**config.mk**
```make
export PLATFORM = sky130hd
export DESIGN_NAME = fm_register_harmonic_transposer_unit_flat
export DESIGN_NICKNAME = d
export VERILOG_FILES = /design/src/design/fmht_pkg.sv /design/src/design/fmht_in_if.sv /design/src/design/fmht_out_if.sv /design/src/design/fmht_ram.sv /design/src/design/fmht_outbuf.sv /design/src/design/fm_register_harmonic_transposer_unit.sv /design/src/flat_wrapper.sv
export VERILOG_INCLUDE_DIRS = /design/src /design/src/design
export SDC_FILE = /design/constraint.sdc
export NUM_CORES = 2
export LEC_CHECK = 0
export ABC_AREA = 1
export BUFFER_PORTS_ARGS = -buffer_cell sky130_fd_sc_hd__buf_2
export CORE_AREA = 2 2 364 366
export DETAILED_ROUTE_END_ITERATION = 8
export DIE_AREA = 0 0 366 368
export PLACE_DENSITY = 0.46
export SYNTH_ARGS = -nofsm -noshare
export SYNTH_HDL_FRONTEND = slang
export SYNTH_SLANG_ARGS = --single-unit
export TNS_END_PERCENT = 1
```
**constraint.sdc**
```tcl
create_clock -name clk -period 6.6 [get_ports clk]
set_input_delay 0.66 -clock clk [delete_from_list [all_inputs] [get_ports clk]]
set_output_delay 0.66 -clock clk [all_outputs]
set_load 0.05 [all_outputs]
```
**src/design/fm_register_harmonic_transposer_unit_defines.svh**
```systemverilog
// Assertion macros shared by the transposer RTL.
// Both sample on clk and are disabled while rst_n is low.
`ifndef FM_REGISTER_HARMONIC_TRANSPOSER_UNIT_DEFINES_SVH
`define FM_REGISTER_HARMONIC_TRANSPOSER_UNIT_DEFINES_SVH

// same-cycle implication
`define FMHT_ASSERT_IMP(lbl, ante, cons, msg) \
  lbl: assert property (@(posedge clk) disable iff (!rst_n) (ante) |-> (cons)) \
    else $error(msg);

// next-cycle implication
`define FMHT_ASSERT_NXT(lbl, ante, cons, msg) \
  lbl: assert property (@(posedge clk) disable iff (!rst_n) (ante) |=> (cons)) \
    else $error(msg);

`endif

```
**src/design/fmht_pkg.sv**
```systemverilog
package fmht_pkg;

  // shadow storage: one row per channel, {B byte, A byte}
  localparam int ROWS     = 16;
  localparam int ROW_W    = 16;
  localparam int CH_W     = $clog2(ROWS);

  localparam int GAIN_W   = 17;
  localparam int FNUM_W   = 10;
  localparam int BLK_W    = 3;
  localparam int PROD_W   = GAIN_W + FNUM_W;
  localparam int FRAC_W   = 16;

  localparam logic [GAIN_W-1:0] GAIN_RESET = GAIN_W'(65707);

  localparam int FNUM_MAX   = 1023;
  localparam int FNUM_FLOOR = 32;
  localparam logic [PROD_W-1:0] THR_HI = PROD_W'((FNUM_MAX - FNUM_FLOOR) << FRAC_W);
  localparam logic [PROD_W-1:0] THR_LO = PROD_W'(FNUM_FLOOR << FRAC_W);
  localparam logic [BLK_W-1:0]  BLK_TOP = '1;

  localparam int CFG_IDX_W = 1;
  typedef enum logic [CFG_IDX_W-1:0] {
    CFG_FREQ_GAIN = 1'b0,
    CFG_OPL3_MODE = 1'b1
  } cfg_idx_t;

  localparam logic [3:0] GRP_FNUM  = 4'hA;
  localparam logic [3:0] GRP_BLOCK = 4'hB;
  localparam logic [3:0] GRP_CTRL  = 4'hC;
  localparam logic [3:0] NIB_PERC_MAX = 4'h5;
  localparam logic [3:0] NIB_CH_MAX   = 4'h8;
  localparam logic [7:0] REG_PERC  = 8'hBD;
  localparam logic [7:0] REG_OPL3_A = 8'h04;
  localparam logic [7:0] REG_OPL3_B = 8'h05;
  localparam logic [7:0] PAN_LEFT  = 8'h10;
  localparam logic [7:0] PAN_RIGHT = 8'h20;
  localparam logic [7:0] PAN_BOTH  = 8'h30;
  localparam int         PERC_BIT  = 5;

  localparam logic TGT_PRIMARY   = 1'b0;
  localparam logic TGT_SECONDARY = 1'b1;
  localparam logic BANK_LOW      = 1'b0;
  localparam logic BANK_HIGH     = 1'b1;

  localparam int MAX_RES   = 3;
  localparam int RES_CNT_W = 2;
  localparam int OB_DEPTH  = 4;
  localparam int OB_IDX_W  = $clog2(OB_DEPTH);
  localparam int OB_CNT_W  = $clog2(OB_DEPTH + 1);

  typedef struct packed {
    logic       target;
    logic [8:0] address;
    logic [7:0] data;
    logic       last;
  } result_t;

  typedef struct packed {
    logic                     valid;
    logic [RES_CNT_W-1:0]     count;
    result_t [MAX_RES-1:0]    res;
  } load_t;

  typedef struct packed {
    logic [BLK_W-1:0]  blk;
    logic [FNUM_W-1:0] fnum;
  } tune_t;

  function automatic tune_t retune_calc(input logic [PROD_W-1:0] p,
                                        input logic [BLK_W-1:0]  blk,
                                        input logic [FNUM_W-1:0] fnum);
    tune_t t;
    t.blk  = blk;
    t.fnum = fnum;
    if (p > THR_HI) begin
      if (blk != BLK_TOP) begin
        t.blk  = blk + BLK_W'(1);
        t.fnum = p[FRAC_W+1 +: FNUM_W];
      end
    end else if (p < THR_LO) begin
      if (blk != '0) begin
        t.blk  = blk - BLK_W'(1);
        t.fnum = p[FRAC_W-1 +: FNUM_W];
      end
    end else begin
      t.fnum = p[FRAC_W +: FNUM_W];
    end
    // every branch yields at most 1023, so the range fallback never fires
    return t;
  endfunction

endpackage

```
**src/design/fmht_in_if.sv**
```systemverilog
interface fmht_in_if;
  import fmht_pkg::*;

  logic       valid;
  logic       ready;
  logic [7:0] reg_address;
  logic [7:0] reg_data;

  modport source (output valid, output reg_address, output reg_data, input ready);
  modport sink   (input valid, input reg_address, input reg_data, output ready);
endinterface

```
**src/design/fmht_out_if.sv**
```systemverilog
interface fmht_out_if;
  import fmht_pkg::*;

  logic       valid;
  logic       ready;
  logic       out_target;
  logic [8:0] out_address;
  logic [7:0] out_data;
  logic       out_last;

  modport source (output valid, output out_target, output out_address, output out_data,
                  output out_last, input ready);
  modport sink   (input valid, input out_target, input out_address, input out_data,
                  input out_last, output ready);
endinterface

```
**src/design/fmht_ram.sv**
```systemverilog
module fmht_ram #(
  parameter int WIDTH = 8,
  parameter int DEPTH = 16,
  localparam int AW = $clog2(DEPTH)
) (
  input  logic             clk,
  input  logic             we,
  input  logic [AW-1:0]    waddr,
  input  logic [WIDTH-1:0] wdata,
  input  logic             re,
  input  logic [AW-1:0]    raddr,
  output logic [WIDTH-1:0] rdata
);
  logic [WIDTH-1:0] mem_r [DEPTH];
  logic [WIDTH-1:0] rdata_r;

  // read-first on a same-address collision
  always_ff @(posedge clk) begin
    if (we) begin
      mem_r[waddr] <= wdata;
    end
    if (re) begin
      rdata_r <= mem_r[raddr];
    end
  end

  assign rdata = rdata_r;
endmodule

```
**src/design/fmht_outbuf.sv**
```systemverilog
`include "fm_register_harmonic_transposer_unit_defines.svh"

module fmht_outbuf (
  input  logic            clk,
  input  logic            rst_n,
  input  fmht_pkg::load_t ld,
  output logic            room,
  fmht_out_if.source      out_ch
);
  import fmht_pkg::*;

  result_t               q_r   [OB_DEPTH];
  result_t               q_nxt [OB_DEPTH];
  logic [OB_CNT_W-1:0]   cnt_r;
  logic [OB_CNT_W-1:0]   cnt_nxt;
  logic                  xfer;

  assign xfer = out_ch.valid && out_ch.ready;
  assign room = (cnt_r <= OB_CNT_W'(1));

  always_comb begin
    q_nxt   = q_r;
    cnt_nxt = cnt_r;
    if (xfer) begin
      for (int i = 0; i < OB_DEPTH - 1; i++) begin
        q_nxt[i] = q_r[i+1];
      end
      cnt_nxt = cnt_r - OB_CNT_W'(1);
    end
    if (ld.valid) begin
      for (int j = 0; j < MAX_RES; j++) begin
        if (RES_CNT_W'(j) < ld.count) begin
          q_nxt[cnt_nxt[OB_IDX_W-1:0] + OB_IDX_W'(j)] = ld.res[j];
        end
      end
      cnt_nxt = cnt_nxt + OB_CNT_W'(ld.count);
    end
  end

  always_ff @(posedge clk) begin
    if (!rst_n) begin
      cnt_r <= '0;
    end else begin
      cnt_r <= cnt_nxt;
    end
  end

  always_ff @(posedge clk) begin
    q_r <= q_nxt;
  end

  assign out_ch.valid       = (cnt_r != '0);
  assign out_ch.out_target  = q_r[0].target;
  assign out_ch.out_address = q_r[0].address;
  assign out_ch.out_data    = q_r[0].data;
  assign out_ch.out_last    = q_r[0].last;

  `FMHT_ASSERT_IMP(a_tail_is_last, cnt_r != '0, q_r[cnt_r[OB_IDX_W-1:0] - OB_IDX_W'(1)].last, "queue tail not marked last")
  `FMHT_ASSERT_IMP(a_load_has_room, ld.valid, cnt_r <= OB_CNT_W'(1) && ld.count != '0, "load without room")
endmodule

```
**src/design/fm_register_harmonic_transposer_unit.sv**
```systemverilog
// A taken write is registered in stage 1, then in stage 2, then in the output queue before its first
// output transfer is offered; further outputs of the same write follow one per cycle while out_ch is ready.
// Throughput: one write per cycle when each yields one output and out_ch is ready;
// a frequency write is held while one to the same channel is still in stage 1 or stage 2.
// Reset clears the pipeline, the output queue, percussion and the shadow row valid bits
// and restores the config defaults; shadow memories are not swept.
`include "fm_register_harmonic_transposer_unit_defines.svh"

module fm_register_harmonic_transposer_unit (
  input  logic                           clk,
  input  logic                           rst_n,
  input  logic                           cfg_we,
  input  logic [fmht_pkg::CFG_IDX_W-1:0] cfg_index,
  input  logic [fmht_pkg::GAIN_W-1:0]    cfg_wdata,
  fmht_in_if.sink                        in_ch,
  fmht_out_if.source                     out_ch
);
  import fmht_pkg::*;

  typedef struct packed {
    logic [7:0] addr;
    logic [7:0] data;
    logic       melodic;
    logic       retune;
    logic       copy_up;
  } stage_t;

  // config
  logic [GAIN_W-1:0] gain_r;
  logic              opl3_r;
  logic              perc_r;

  always_ff @(posedge clk) begin
    if (!rst_n) begin
      gain_r <= GAIN_RESET;
      opl3_r <= 1'b0;
    end else if (cfg_we) begin
      case (cfg_idx_t'(cfg_index))
        CFG_FREQ_GAIN: gain_r <= cfg_wdata;
        CFG_OPL3_MODE: opl3_r <= cfg_wdata[0];
        default: ;
      endcase
    end
  end

  // accept stage
  logic [3:0]  in_grp;
  logic [3:0]  in_nib;
  logic        in_freq;
  stage_t      in_st;
  logic        in_xfer;
  logic        hazard;

  logic        s1_vld_r, s2_vld_r;
  stage_t      s1_r, s2_r;
  logic        s1_adv, s2_adv;
  logic        room;

  assign in_grp  = in_ch.reg_address[7:4];
  assign in_nib  = in_ch.reg_address[3:0];
  assign in_freq = (in_grp == GRP_FNUM) || (in_grp == GRP_BLOCK);

  always_comb begin
    in_st.addr    = in_ch.reg_address;
    in_st.data    = in_ch.reg_data;
    in_st.melodic = (in_nib <= NIB_PERC_MAX) || !perc_r;
    in_st.retune  = in_freq && in_st.melodic && (in_ch.reg_address != REG_PERC);
    in_st.copy_up = (in_ch.reg_address != REG_OPL3_A) && (in_ch.reg_address != REG_OPL3_B) &&
                    !in_freq && (!perc_r || !in_grp[0]);
  end

  // rows still being modified ahead of this one lock the channel
  assign hazard = in_st.retune &&
                  ((s1_vld_r && s1_r.retune && (s1_r.addr[3:0] == in_nib)) ||
                   (s2_vld_r && s2_r.retune && (s2_r.addr[3:0] == in_nib)));

  assign s2_adv      = s2_vld_r && room;
  assign s1_adv      = s1_vld_r && (!s2_vld_r || s2_adv);
  assign in_ch.ready = (!s1_vld_r || s1_adv) && !hazard;
  assign in_xfer     = in_ch.valid && in_ch.ready;

  always_ff @(posedge clk) begin
    if (!rst_n) begin
      perc_r <= 1'b0;
    end else if (in_xfer && (in_ch.reg_address == REG_PERC)) begin
      perc_r <= in_ch.reg_data[PERC_BIT];
    end
  end

  // shadow memories
  logic [ROWS-1:0]  ovld_r, svld_r;
  logic             s1_ov_r, s1_sv_r;
  logic [ROW_W-1:0] orig_rd, shf_rd;
  logic             orig_we, shf_we;
  logic [ROW_W-1:0] orig_wd, shf_wd;

  fmht_ram #(.WIDTH(ROW_W), .DEPTH(ROWS)) u_orig_ram (
    .clk   (clk),
    .we    (orig_we),
    .waddr (s2_r.addr[CH_W-1:0]),
    .wdata (orig_wd),
    .re    (in_xfer),
    .raddr (in_nib),
    .rdata (orig_rd)
  );

  fmht_ram #(.WIDTH(ROW_W), .DEPTH(ROWS)) u_shf_ram (
    .clk   (clk),
    .we    (shf_we),
    .waddr (s2_r.addr[CH_W-1:0]),
    .wdata (shf_wd),
    .re    (in_xfer),
    .raddr (in_nib),
    .rdata (shf_rd)
  );

  // stage 1: merge write into original row, multiply
  logic [ROW_W-1:0]  s1_orow, s1_srow;
  logic [7:0]        s1_hi;
  logic [FNUM_W-1:0] s1_fnum;
  logic [PROD_W-1:0] s1_p;

  always_comb begin
    s1_orow = s1_ov_r ? orig_rd : '0;
    s1_srow = s1_sv_r ? shf_rd : '0;
    if (s1_r.addr[4]) begin
      s1_orow[15:8] = s1_r.data;
    end else begin
      s1_orow[7:0] = s1_r.data;
    end
    s1_hi   = s1_orow[15:8];
    s1_fnum = {s1_hi[1:0], s1_orow[7:0]};
    s1_p    = PROD_W'(s1_fnum) * PROD_W'(gain_r);
  end

  logic [ROW_W-1:0]  s2_orow_r, s2_srow_r;
  logic [PROD_W-1:0] s2_p_r;
  logic [BLK_W-1:0]  s2_blk_r;
  logic [FNUM_W-1:0] s2_fnum_r;

  always_ff @(posedge clk) begin
    if (!rst_n) begin
      s1_vld_r <= 1'b0;
      s2_vld_r <= 1'b0;
      ovld_r   <= '0;
      svld_r   <= '0;
    end else begin
      if (in_xfer) begin
        s1_vld_r <= 1'b1;
      end else if (s1_adv) begin
        s1_vld_r <= 1'b0;
      end
      if (s1_adv) begin
        s2_vld_r <= 1'b1;
      end else if (s2_adv) begin
        s2_vld_r <= 1'b0;
      end
      if (orig_we) begin
        ovld_r[s2_r.addr[CH_W-1:0]] <= 1'b1;
      end
      if (shf_we) begin
        svld_r[s2_r.addr[CH_W-1:0]] <= 1'b1;
      end
    end
  end

  always_ff @(posedge clk) begin
    if (in_xfer) begin
      s1_r    <= in_st;
      s1_ov_r <= ovld_r[in_nib];
      s1_sv_r <= svld_r[in_nib];
    end
    if (s1_adv) begin
      s2_r      <= s1_r;
      s2_orow_r <= s1_orow;
      s2_srow_r <= s1_srow;
      s2_p_r    <= s1_p;
      s2_blk_r  <= s1_hi[4:2];
      s2_fnum_r <= s1_fnum;
    end
  end

  // stage 2: retune, write back, form outputs
  tune_t      t;
  logic       rmw, is_b, pair_chg;
  logic [7:0] new_a, new_b, nb0, own_out, pair_out;
  logic [7:0] pair_addr;

  always_comb begin
    t        = retune_calc(s2_p_r, s2_blk_r, s2_fnum_r);
    is_b     = s2_r.addr[4];
    rmw      = s2_r.retune && (s2_r.addr[3:0] <= NIB_CH_MAX);
    new_a    = t.fnum[7:0];
    nb0      = {s2_orow_r[15:13], t.blk, t.fnum[9:8]};
    if (is_b) begin
      new_b    = {s2_r.data[7:5], t.blk, t.fnum[9:8]};
      pair_chg = (s2_srow_r[7:0] != new_a);
    end else begin
      pair_chg = nb0[PERC_BIT] && (s2_srow_r[15:8] != nb0);
      new_b    = pair_chg ? nb0 : s2_srow_r[15:8];
    end
    pair_chg  = pair_chg && rmw;
    own_out   = rmw ? (is_b ? new_b : new_a) : (is_b ? s2_srow_r[15:8] : s2_srow_r[7:0]);
    pair_out  = is_b ? new_a : new_b;
    pair_addr = {s2_r.addr[7:5], ~s2_r.addr[4], s2_r.addr[3:0]};
  end

  assign orig_we = s2_adv && s2_r.retune;
  assign orig_wd = s2_orow_r;
  assign shf_we  = s2_adv && rmw;
  assign shf_wd  = {new_b, new_a};

  function automatic result_t mk(input logic tgt, input logic bank, input logic [7:0] addr,
                                 input logic [7:0] data);
    result_t r;
    r.target  = tgt;
    r.address = {bank, addr};
    r.data    = data;
    r.last    = 1'b0;
    return r;
  endfunction

  result_t [MAX_RES-1:0] res;
  logic [RES_CNT_W-1:0]  n;
  load_t                 ld;

  always_comb begin
    res = '0;
    n   = '0;
    if (!opl3_r) begin
      res[n] = mk(TGT_PRIMARY, BANK_LOW, s2_r.addr, s2_r.data);
      n = n + RES_CNT_W'(1);
      if (s2_r.retune) begin
        if (pair_chg) begin
          res[n] = mk(TGT_SECONDARY, BANK_LOW, pair_addr, pair_out);
          n = n + RES_CNT_W'(1);
        end
        res[n] = mk(TGT_SECONDARY, BANK_LOW, s2_r.addr, own_out);
      end else begin
        res[n] = mk(TGT_SECONDARY, BANK_LOW, s2_r.addr, s2_r.data);
      end
      n = n + RES_CNT_W'(1);
    end else begin
      if (s2_r.addr[7:4] == GRP_CTRL) begin
        if (s2_r.melodic) begin
          res[n] = mk(TGT_PRIMARY, BANK_LOW, s2_r.addr, s2_r.data | PAN_LEFT);
          n = n + RES_CNT_W'(1);
          res[n] = mk(TGT_PRIMARY, BANK_HIGH, s2_r.addr, s2_r.data | PAN_RIGHT);
        end else begin
          res[n] = mk(TGT_PRIMARY, BANK_LOW, s2_r.addr, s2_r.data | PAN_BOTH);
        end
        n = n + RES_CNT_W'(1);
      end else begin
        res[n] = mk(TGT_PRIMARY, BANK_LOW, s2_r.addr, s2_r.data);
        n = n + RES_CNT_W'(1);
        if (s2_r.copy_up) begin
          res[n] = mk(TGT_PRIMARY, BANK_HIGH, s2_r.addr, s2_r.data);
          n = n + RES_CNT_W'(1);
        end
      end
      if (s2_r.retune) begin
        if (pair_chg) begin
          res[n] = mk(TGT_PRIMARY, BANK_HIGH, pair_addr, pair_out);
          n = n + RES_CNT_W'(1);
        end
        res[n] = mk(TGT_PRIMARY, BANK_HIGH, s2_r.addr, own_out);
        n = n + RES_CNT_W'(1);
      end
    end
    res[n - RES_CNT_W'(1)].last = 1'b1;
    ld.valid = s2_adv;
    ld.count = n;
    ld.res   = res;
  end

  fmht_outbuf u_outbuf (
    .clk    (clk),
    .rst_n  (rst_n),
    .ld     (ld),
    .room   (room),
    .out_ch (out_ch)
  );

  `FMHT_ASSERT_IMP(a_row_exclusive, s1_vld_r && s2_vld_r && s1_r.retune && s2_r.retune, s1_r.addr[3:0] != s2_r.addr[3:0], "two row updates in flight")
  `FMHT_ASSERT_NXT(a_s1_holds, s1_vld_r && !s1_adv, s1_vld_r && $stable(s1_r), "stage 1 lost while stalled")
  `FMHT_ASSERT_IMP(a_no_read_on_write, in_xfer && in_st.retune && (orig_we || shf_we), s2_r.addr[3:0] != in_nib, "row read during its write")
endmodule

```
**src/flat_wrapper.sv**
```systemverilog
// flat-port wrapper written by rule: the top's interface ports become plain ports
module fm_register_harmonic_transposer_unit_flat import fmht_pkg::*;
  (clk, rst_n, cfg_we, cfg_index, cfg_wdata, in_ch_valid, in_ch_reg_address, in_ch_reg_data, in_ch_ready, out_ch_valid, out_ch_out_target, out_ch_out_address, out_ch_out_data, out_ch_out_last, out_ch_ready);
  fmht_in_if in_ch_i ();
  fmht_out_if out_ch_i ();
  input  logic clk;
  input  logic rst_n;
  input  logic cfg_we;
  input  logic [fmht_pkg::CFG_IDX_W-1:0] cfg_index;
  input  logic [fmht_pkg::GAIN_W-1:0] cfg_wdata;
  input wire logic [$bits(in_ch_i.valid)-1:0] in_ch_valid;
  input wire logic [$bits(in_ch_i.reg_address)-1:0] in_ch_reg_address;
  input wire logic [$bits(in_ch_i.reg_data)-1:0] in_ch_reg_data;
  output wire logic [$bits(in_ch_i.ready)-1:0] in_ch_ready;
  output wire logic [$bits(out_ch_i.valid)-1:0] out_ch_valid;
  output wire logic [$bits(out_ch_i.out_target)-1:0] out_ch_out_target;
  output wire logic [$bits(out_ch_i.out_address)-1:0] out_ch_out_address;
  output wire logic [$bits(out_ch_i.out_data)-1:0] out_ch_out_data;
  output wire logic [$bits(out_ch_i.out_last)-1:0] out_ch_out_last;
  input wire logic [$bits(out_ch_i.ready)-1:0] out_ch_ready;
  assign in_ch_i.valid = in_ch_valid;
  assign in_ch_i.reg_address = in_ch_reg_address;
  assign in_ch_i.reg_data = in_ch_reg_data;
  assign in_ch_ready = in_ch_i.ready;
  assign out_ch_valid = out_ch_i.valid;
  assign out_ch_out_target = out_ch_i.out_target;
  assign out_ch_out_address = out_ch_i.out_address;
  assign out_ch_out_data = out_ch_i.out_data;
  assign out_ch_out_last = out_ch_i.out_last;
  assign out_ch_i.ready = out_ch_ready;
  fm_register_harmonic_transposer_unit u_core (.clk(clk), .rst_n(rst_n), .cfg_we(cfg_we), .cfg_index(cfg_index), .cfg_wdata(cfg_wdata), .in_ch(in_ch_i), .out_ch(out_ch_i));
endmodule
```
==> impl_metrics.json <==
{
  "status": "finished clean",
  "reg2reg_depth": 22,
  "worstMarginPinSlew_ps": 1200,
  "cts.sinks": 775,
  "end_kind": "register",
  "r2r-start": "u_core.s1_r[15]",
  "ant_nets": 0,
  "cts_root_buf": "clkbuf_16",
  "fin_worst_skew_ps": 47.0,
  "yosys_warnings": 0,
  "grt_max_degree": 159,
  "post-route-util": 0.351,
  "clockBufferDepth": 3,
  "drt-initial-drc-count": 2527,
  "seq_area_frac_synth": 0.548,
  "period_minus_slack_ps": 6180,
  "cp-start-kind": "register",
  "antenna_found_initial": 3,
  "crit_required_ps": 6990,
  "area_growth_pct": 13.6,
  "holdWs_ps": 147,
  "fp.coreArea_um2": 131000,
  "holdBufCountCts": 0,
  "worstHoldEndpoint": "u_core.s1_r[3]",
  "syn_avg_cell_area_um2": 9.85,
  "critical_path.most_common_cell": "fa_1",
  "hold_viol_final": 0,
  "maxSlewViolCount": 0,
  "gp_congestion": 0.854,
  "vias": 29500,
  "r2r_slack_ps": 420,
  "synth.cell_area_um2": 40400,
  "fmaxAchievable_ghz": 0.162,
  "max_stage_delay_ps": 530,
  "fillers": 13400,
  "io_buffers": 59,
  "grt_use_total": 0.178,
  "cp.arrival_ps": 6570,
  "ir_drop_mv": 0.209,
  "power_per_cell_area_nw_per_um2": 355,
  "firstDrtPassIters": 6,
  "p_leak_nw": 18.6,
  "synthArstFlopShare": 0,
  "synth_seq_cells": 775,
  "grt_pass1_vias": 28300,
  "synth_ff_type": "edfxtp_1",
  "worstHoldStart": "in_ch_reg_data[0]",
  "total_power_w": 0.0163,
  "grt.overflow.total": 0,
  "die_h_um": 368,
  "path_clk_slew_ps": 70,
  "setup_viol": 0,
  "cts.htree.levels": 3,
  "drive_above_1_share": 0.0968,
  "worstSetupPathType": "register to register",
  "cp_max_fo": 15,
  "fin_setup_tns_ps": 0,
  "start_util": 0.309,
  "post-route-period-util": 0.937,
  "hold_path.class": "input port to register",
  "slew_headroom": 0.201,
  "rr_endpoint": "u_core.s2_p_r[26]",
  "wl_per_cell_um": 20.1,
  "drc_errors": 0,
  "holdPathStages": 1,
  "cap_violations": 0,
  "critPathSlowestCell": "fa_1",
  "synth.distinct_cells": 61,
  "clock_latency_ps": 690,
  "fp.dieArea_um2": 135000,
  "rsz0062_at_grt": "false",
  "hpwl_mm": 79.6,
  "synth_edf_count": 662,
  "cts_tree": "done",
  "io_pins": 60,
  "path_cells": "clkinv_1 -> buf_4 -> nand2_1 -> o22ai_1 -> inv_1 -> nor2_1 -> fa_1 -> fa_1 -> fa_1 -> fa_1 -> inv_1 -> fa_1 -> inv_1 -> ha_1 -> nand2_1 -> o21ai_0 -> a21oi_1 -> o21ai_0 -> a21oi_1 -> o21ai_0 -> a221oi_1 -> xor2_1",
  "rows": 133,
  "syn_inst": 4099,
  "die_w_um": 366,
  "cts_buffers": 87,
  "totalWireLength_mm": 121,
  "viasPerCell": 4.88,
  "grt_pass1_wl_mm": 183,
  "layout.nets": 4441
}
power by group:
| part | switching (W) | total, W | internal [W] |
|---|---|---|---|
| clock network | 0.00205 | 0.00481 | 0.00276 |
| logic | 0.00348 | 0.00522 | 0.00174 |
| registers | 0.000265 | 0.00627 | 0.00601 |
| total | 0.00579 | 0.0163 | 0.0105 |
layout by cell type (no fill, tap or decap), drive strengths merged, types with 11 or more instances in the layout:
cell type | Yosys | routed
a21oi | 122 | 122
buf | 75 | 149
clkbuf | 167 | 109
clkinv | 6 | 43
conb | 1 | 112
dfxtp | 113 | 113
edfxtp | 662 | 662
fa | 120 | 120
ha | 75 | 75
inv | 421 | 421
mux2 | 11 | 11
mux2i | 74 | 74
nand2 | 848 | 848
nand3 | 410 | 410
nor2 | 342 | 342
o2111ai | 65 | 65
o211ai | 28 | 28
o21a | 20 | 20
o21ai | 339 | 339
o22ai | 75 | 75
or2 | 37 | 37
xor2 | 27 | 27
what timing repair did:
action | 4_1_cts | 5_1_grt
setup endpoints to repair | 0 | 6
buffers inserted | 0 | 4
endpoints found under the hold margin | 0 | 0
gates resized for setup | 0 | 5
cell usage after synthesis, types with 11 or more instances:
cell       number  area [µm²]
a21oi_1       121         606
buf_1          27         101
buf_2          21         105
buf_4          19         143
clkbuf_1      167         627
dfxtp_1       113        2260
edfxtp_1      662       19900
fa_1          120        2400
ha_1           75         938
inv_1         408        1530
inv_2          12        45.0
mux2_2         11         124
mux2i_1        74         741
nand2_1       831        3120
nand3_1       407        2040
nor2_1        331        1240
o2111ai_1      65         569
o211ai_1       28         210
o21a_1         20         150
o21ai_0       306        1530
o21ai_1        28         140
o22ai_1        75         469
or2_2          36         225
xor2_1         27         236
layer usage:
layer / vias to the layer above / routed length [µm] / track usage
li1: 14100 / - / -
met1: 14500 / 58400 / 0.259
met2: 722 / 54800 / 0.279
met3: 138 / 5840 / 0.0245
met4: 0 / 2370 / 0.0408
met5: - / 0 / 0
metrics by stage:
step                      setup slack [ps]  cells  cell area [µm²]
after global routing                  20.5   6033            45900
after CTS                             32.2   6028            45800
after global placement                 178   5869            43000
final                                  417   6034            45900
after detailed placement              52.3   5869            43000
after floorplan                        588   4210            40800
cell families after synthesis:
| group | synth area share |
|---|---|
| simple gates | 0.176 |
| flops | 0.548 |
| compound gates | 0.0988 |
| buf+inv | 0.0661 |
| fa+ha+maj | 0.0827 |
| mux | 0.0214 |
| xor+xnor | 0.00694 |
| other cells | 0.0000929 |
state kept, by name, indices dropped and copies added, names as in the netlist, 5 cells and up:
register,cells
u_core.gain_r,17
u_core.orig_wd,5
u_core.ovld_r,16
u_core.pair_addr,7
u_core.s1_r,19
u_core.s2_fnum_r,9
u_core.s2_p_r,27
u_core.s2_r,11
u_core.s2_srow_r,16
u_core.svld_r,16
u_core.u_orig_ram.mem_r,256
u_core.u_orig_ram.rdata,16
u_core.u_outbuf.out_ch.out_address,9
u_core.u_outbuf.out_ch.out_data,8
u_core.u_outbuf.q_r,57
u_core.u_shf_ram.mem_r,256
u_core.u_shf_ram.rdata,16
worst max-delay path: cells and delay by family (launching register included):
| kind | cells | cell delay, ps |
|---|---|---|
| adder cells (fa/ha/maj) | 6 | 2760 |
| AO/OA/AOI/OAI | 7 | 1480 |
| buffers and inverters | 5 | 610 |
| flip-flops | 1 | 480 |
| AND/OR/NAND/NOR | 3 | 380 |
| XOR/XNOR | 1 | 180 |
layout make-up:
cell class / instances / area, µm² / area share
Timing Repair Buffer: 150 / 1020 / 0.0222
Antenna cell: 2 / 5.00 / 0.000109
Sequential cell: 775 / 22100 / 0.483
Clock inverter: 51 / 478 / 0.0104
Tap cell: 1755 / 2200 / 0.0479
Clock buffer: 108 / 2340 / 0.0510
Inverter: 427 / 1620 / 0.0353
Multi-Input combinational cell: 2766 / 16100 / 0.351
worst max path at each step:
stage                          from                end  slack [ps]  depth (start not counted)
detailed placement  u_core.s1_r[15]  u_core.s2_p_r[26]          50                         20
global placement    u_core.s1_r[15]  u_core.s2_p_r[26]         180                         20
finish              u_core.s1_r[15]  u_core.s2_p_r[26]         420                         22
floorplan           u_core.s1_r[15]  u_core.s2_p_r[26]         590                         22
CTS                 u_core.s1_r[15]  u_core.s2_p_r[26]          30                         20
global route        u_core.s1_r[15]  u_core.s2_p_r[25]          20                         31
No activity file was read; power rests on OpenSTA's default activity.
